`src/rtl/core/rlf_pkg.sv`:
```
// Shared types, codes and the LFSR step for the random LED fade block.
package rlf_pkg;

  typedef enum logic [1:0] {
    CMD_LOAD  = 2'd0,
    CMD_START = 2'd1,
    CMD_TICK  = 2'd2,
    CMD_STOP  = 2'd3
  } cmd_t;

  typedef enum logic [2:0] {
    REG_ACTIVE_SLOTS   = 3'd0,
    REG_SYNC_SPREAD    = 3'd1,
    REG_PEAK_LEVEL     = 3'd2,
    REG_FIRST_LED      = 3'd3,
    REG_SPAN_LENGTH    = 3'd4,
    REG_FADE_COLOR     = 3'd5,
    REG_USE_FADE_COLOR = 3'd6,
    REG_RANDOM_SEED    = 3'd7
  } reg_idx_t;

  typedef enum logic [16:0] {
    ST_CLR   = 17'h00001,
    ST_IDLE  = 17'h00002,
    ST_SNEXT = 17'h00004,
    ST_TCHK  = 17'h00008,
    ST_TRD   = 17'h00010,
    ST_TNEXT = 17'h00020,
    ST_PCHK  = 17'h00040,
    ST_PRD   = 17'h00080,
    ST_PNEXT = 17'h00100,
    ST_FBEG  = 17'h00200,
    ST_FDRAW = 17'h00400,
    ST_FDIV  = 17'h00800,
    ST_FHELD = 17'h01000,
    ST_ASN   = 17'h02000,
    ST_ARD   = 17'h04000,
    ST_ADIV  = 17'h08000,
    ST_DONE  = 17'h10000
  } state_t;

  localparam logic [15:0] LFSR_TAPS  = 16'hB400;
  localparam logic [15:0] RESET_SEED = 16'd44257;

  function automatic logic [15:0] lfsr_step(input logic [15:0] x);
    lfsr_step = {1'b0, x[15:1]} ^ (x[0] ? LFSR_TAPS : 16'd0);
  endfunction

endpackage

```
`src/rtl/core/rlf_divu.sv`:
```
// Radix-2 restoring divider, remainder only, one bit per cycle.
module rlf_divu import rlf_pkg::*; (
  input  logic        clk,
  input  logic        rst_n,
  input  logic        div_start,
  input  logic [15:0] div_a,
  input  logic [15:0] div_b,
  output logic        div_done,
  output logic [15:0] div_rem
);

  logic [15:0] rem_r, quo_r, den_r;
  logic [3:0]  cnt_r;
  logic        run_r, done_r;
  logic [16:0] trial;
  logic [15:0] rem_nxt;

  always_comb begin
    trial = {rem_r, quo_r[15]};
    if (trial >= {1'b0, den_r}) begin
      rem_nxt = 16'(trial - {1'b0, den_r});
    end else begin
      rem_nxt = trial[15:0];
    end
  end

  always_ff @(posedge clk) begin
    if (!rst_n) begin
      run_r  <= 1'b0;
      done_r <= 1'b0;
      cnt_r  <= '0;
    end else begin
      done_r <= 1'b0;
      if (div_start) begin
        rem_r <= '0;
        quo_r <= div_a;
        den_r <= div_b;
        cnt_r <= '0;
        run_r <= 1'b1;
      end else if (run_r) begin
        rem_r <= rem_nxt;
        quo_r <= {quo_r[14:0], 1'b0};
        cnt_r <= cnt_r + 4'd1;
        if (cnt_r == 4'd15) begin
          run_r  <= 1'b0;
          done_r <= 1'b1;
        end
      end
    end
  end

  assign div_done = done_r;
  assign div_rem  = rem_r;

endmodule

```
`config.mk`:
```
export PLATFORM = sky130hd
export DESIGN_NAME = rlf_divu
export DESIGN_NICKNAME = d
export VERILOG_FILES = /design/src/rtl/core/rlf_pkg.sv /design/src/rtl/core/rlf_divu.sv
export SDC_FILE = /design/constraint.sdc
export NUM_CORES = 1
export LEC_CHECK = 0
export BUFFER_PORTS_ARGS = -buffer_cell sky130_fd_sc_hd__buf_2
export CORE_UTILIZATION = 45
export DETAILED_ROUTE_END_ITERATION = 10
export PLACE_DENSITY = 0.66
export REMOVE_ABC_BUFFERS = 1
export SLEW_MARGIN = 30
export SYNTH_ARGS = -nofsm -noshare
export SYNTH_HDL_FRONTEND = slang
export SYNTH_SLANG_ARGS = --single-unit
```
`constraint.sdc`:
```
create_clock -name clk -period 5.5 [get_ports clk]
set_clock_uncertainty 0.2 [all_clocks]
set_input_delay 0.275 -clock clk [delete_from_list [all_inputs] [get_ports clk]]
set_output_delay 0.275 -clock clk [all_outputs]
set_load 0.03 [all_outputs]
```
# Yosys cells after proc, flatten, opt, wreduce, memory -nomap -nowiden
# Cells that the tools add are included.
dict set report totals {
  ff_bits 54
  word_cells 25
}
dict set report classes {
  addsub 2
  n_lt_le_gt_ge 1
  n_eq_ne 1
  n_mux 8
  bitwise 2
  reduce_logical 5
}
# operator count
set op_table {}
lappend op_table {{$mux W16} 4}
lappend op_table {{$ge A17 B16 Y1} 1}
lappend op_table {{$sub A16 B16 Y16} 1}
lappend op_table {{$add A4 B1 Y4 const B} 1}
lappend op_table {{$eq A4 B4 Y1 const B} 1}
lappend op_table {{$mux W1} 4}
lappend op_table {{$reduce_and A2 Y1} 2}
lappend op_table {{$reduce_or A3 Y1} 1}
lappend op_table {{$not A1 Y1} 2}
lappend op_table {{$reduce_bool A2 Y1} 1}
lappend op_table {{$reduce_or A2 Y1} 1}

# Longest topological paths before layout
dict set report logic_depth {
  word_depth 4
  ltp_mapped 10
  depth_no_buf 10
}

# Least setup slack after synthesis
# Ideal clock, no wire load.
dict set report synth_timing {
  path_type {flip-flop to flip-flop}
  from {reg rem_r[13] (netlist: div_rem[13])}
  to {reg rem_r[2] (netlist: div_rem[2]) (data pin)}
  arrival_time_ns 2.367
  t_required_ns 5.026
  slack_ns 2.659
  stages_incl_launch_ff 9
  path_buffers 1
  synth_period_minus_slack_ns 2.841
  cell_sequence {edfxtp_1 > ha_1 > a21o_1 > a211oi_1 > nand3_2 > or3_1 > buf_2 > a21oi_1 > a211oi_1}
}
dict set report synth_between {
  elab_chain_cells 3
}
# element line
set synth_lines {}
lappend synth_lines {{start: declaration} rlf_divu.sv:12} ;# logic [15:0] rem_r, quo_r, den_r;
lappend synth_lines {{start signal: assignment} rlf_divu.sv:41} ;# rem_r <= rem_nxt;
lappend synth_lines {{$ge A17 B16 Y1} rlf_divu.sv:20} ;# if (trial >= {1'b0, den_r}) begin
lappend synth_lines {{$mux W16} rlf_divu.sv:20}
lappend synth_lines {{$mux W16} rlf_divu.sv:40} ;# end else if (run_r) begin
# No other way between the ends. The select of a mux whose other input is x is not followed.
# A chain may end at the register's enable or synchronous reset.

# Worst setup path in the final report
dict set report layout_timing {
  from {reg rem_r[13] (netlist: div_rem[13])}
  to {reg rem_r[14] (netlist: div_rem[14]) (data pin)}
}
dict set report layout_between {
  elab_chain_cells 3
  elab_cells_between_ends 4
  classes_between {1 x add/sub; 1 x order compare; 2 x mux}
}
# element line
set layout_lines {}
lappend layout_lines {{$sub A16 B16 Y16 / $ge A17 B16 Y1 (equally long branches)} {rlf_divu.sv:21, rlf_divu.sv:20}}
lappend layout_lines {{$mux W16 (*)} rlf_divu.sv:20}
lappend layout_lines {{$mux W16 (*)} rlf_divu.sv:40}
# Every way passes the cells marked *; elsewhere a longest branch is shown, timed or not. The select of a mux whose other input is x is not followed.

==> results.txt <==
Slew of the pin with the lowest slew margin -> 834.4 ps
Final hold vios -> 0
DRT antenna net count -> 0
Multi-input gate area -> 0.001384 sq mm
Area Growth Syn to Fin -> 18.94%
Switch share -> 33.21%
Sequential power share -> 47.7%
Setup TNS -> 0 ps
Seq/Total Area, Yosys -> 51.17%
Placer Congestion -> 0.8640
DR iter-0 viols -> 115
Slew Limit Fails -> 0
Root buffer cell -> clkbuf_8
Die X -> 84.35 microns
I/O Buffers -> 51
WL final -> 6483 microns
Worst-Skew Late Latency -> 310 ps
Data required, critical path -> 5450 ps
Vias in the first global route -> 2291
Arr. time, crit path -> 3290 ps
RSZ-0062 raised after global routing -> no
DRC -> 6
Cell count after synthesis -> 272
Total core area -> 0.006459 sq mm
IO Pins -> 52
Failing checks -> design-rule violations
GRT Resource Usage Total -> 19.20%
Pwr Total -> 1058 uW
RR Startpoint -> div_rem[13]$_SDFFCE_PP0P_
Vias/cell -> 5.580
Mapped Area -> 0.003052 sq mm
Max VDD drop -> 0.1708 mV
Int Pwr -> 706.6 uW
TritonCTS clock tree -> done
# nets final -> 392
Ys flop type -> edfxtp_1
Hold Path Class -> in -> reg
EDFF count, synth -> 48
Leakage dissipation -> 0.001466 uW
Hold Path Origin -> div_a[0]
Synth async-reset ratio -> 0%
Max Cap Viol -> 0
Part of the cycle the worst path needs -> 60.79%
Clk slew on worst S/H paths -> 100 ps
Yosys reg bits -> 54
Routed vias -> 2327
FILL cells -> 567
Comb power frac -> 30.8%
Outcome -> complete, but fails checks
Total gr overflow -> 0
Crit Path Category -> reg -> reg
Slew headroom -> 44.37%
Initial Util -> 47.25%
Syn_area_per_cell -> 11.22 sq um
Largest net degree at the start of global routing -> 37
Final setup vio count -> 0
Clk sinks -> 54
Switch Pwr -> 351.4 uW
Synth warn -> 0
Global-route wire length before repair -> 10750 microns
Power Density -> 291.5 mW/mm^2
Setup crit start -> div_rem[13]$_SDFFCE_PP0P_
# H-tree levels -> 2
CP startpoint kind -> register
FMAX -> 299.1 MHz
Die area -> 0.007115 sq mm
Cell variety after synth -> 46
Hold WS -> 44.06 ps
Die Y-Extent -> 84.35 microns
Ratio of cells with drive above 1 in the final layout -> 23.82%
Detailed placer's ending HPWL -> 4527 microns
Worst Path Max Fanout -> 12
CTS Buf Count -> 5
Clk pwr share -> 21.5%
CP Capture Type -> register
Diodes inserted -> 0
Drt first pass iters -> 7
Crit path time final -> 3343 ps
# rows -> 29
Util after Layout -> 56.20%
Sequential cell area -> 0.001562 sq mm
Avg WL per Cell -> 15.55 microns
CTS max path bufs -> 2
Initial antenna violation count -> 0
-- synthesized netlist by cell type (2+ instances only) --
master	instances	area, sq um
o32ai_1	2	17.52
a211oi_1	6	45.04
o2111ai_1	6	52.55
clkbuf_1	7	26.28
or3_1	7	43.79
nand3_1	7	35.03
xor2_1	3	26.28
a21o_1	8	60.06
nor2b_1	2	12.51
o31a_1	3	26.28
ha_1	17	212.7
nor3_1	5	25.02
a311oi_1	2	17.52
edfxtp_1	48	1441
o21ai_0	18	90.09
xnor2_1	4	35.03
o21a_1	5	37.54
nand2_1	10	37.54
a31oi_1	2	12.51
a21oi_1	24	120.1
nand4_1	2	12.51
mux2_2	15	168.9
nand2b_1	4	25.02
inv_1	20	75.07
nor2_1	15	56.30
mux2i_1	2	20.02
and2_1	4	25.02
dfxtp_1	6	120.1
-- flip-flops by register name, summed over array words and instances, names as in the netlist --
register,cells
div_done,1
den_r,16
div_rem,16
cnt_r,4
run_r,1
quo_r,16
-- what timing repair did --
item                                    CTS  global route
resized for setup                         0             0
hold endpoints to repair                 16             0
endpoints found under the setup margin    0             0
hold buffers                             16             0
buffers inserted                          0             0
-- area by class of cell --
class	instances	area share [%]
Clock buffer	5	1.896
Sequential cell	54	43.02
Clock inverter	3	0.5860
Multi-Input combinational cell	190	38.12
Timing Repair Buffer	68	11.65
Tap cell	77	2.654
Inverter	20	2.068
-- power by group through the flow --
| stage | clock (uW) | sequential, uW | combinational (uW) |
|---|---|---|---|
| after floorplan | 0 | 537 | 205 |
| after global placement | 0 | 514 | 310 |
| after detailed placement | 0 | 514 | 313 |
| after CTS | 234 | 505 | 323 |
| after global routing | 245 | 509 | 358 |
| final | 227 | 505 | 326 |
-- path summary, 6_finish.rpt --
check,cells after the start,to,slack [ps]
setup reg to reg,7,div_rem[14]$_SDFFCE_PP0P_,2160
hold / removal,2,quo_r[0]$_SDFFCE_PN0P_,40
hold reg to reg,2,div_done$_SDFF_PP0_,300
setup / recovery,7,div_rem[14]$_SDFFCE_PP0P_,2160
-- worst max-delay path: stages (launching register included) --
cell	delay, ps
edfxtp_1	420
ha_1	380
a21o_1	190
a211oi_1	450
nand3_2	270
nor3_2	680
nor2_1	280
a311oi_1	310
-- kinds of logic after synthesis --
family	count (synthesis)	share of synthesized area (%)
AO/OA/AOI/OAI	84	18.37
AND/OR/NAND/NOR	64	11.15
flip-flops	54	51.17
buffers and inverters	28	3.485
adder cells (fa/ha/maj)	18	7.626
multiplexers	17	6.191
XOR/XNOR	7	2.009
-- cells in the final DEF (no fill, tap or decap), types with 6 or more instances in the layout --
master and n:
dlygate4sd3_1 16, dfxtp_1 6, nor2_1 15, or3_1 7
inv_1 20, a21o_1 8, a21oi_1 24, nand3_1 7
buf_2 51, ha_1 17, edfxtp_1 48, nand2_1 10
o21ai_0 18, mux2_2 15, a211oi_1 6, o2111ai_1 6
-- per-layer routing --
| metal | wire length, microns | up-vias | global-route usage [%] | part of all wire (%) |
|---|---|---|---|---|
| met5 | 0 | - | 0 | 0 |
| met4 | 89 | 0 | 5.393 | 1.4 |
| met3 | 339 | 9 | 4.031 | 5.2 |
| met2 | 2989 | 67 | 31.89 | 46 |
| met1 | 3064 | 1085 | 25.62 | 47 |
| li1 | - | 1166 | - | - |
-- through the flow --
| stage | instance area (sq um) | setup WS, ps | cells |
|---|---|---|---|
| floorplan | 3020 | 2618 | 264 |
| global placement | 3379 | 2347 | 393 |
| detailed placement | 3379 | 2258 | 393 |
| CTS | 3630 | 2202 | 417 |
| global route | 3630 | 1936 | 417 |
| finish | 3630 | 2157 | 417 |
Power figures use the tool's default switching activity.
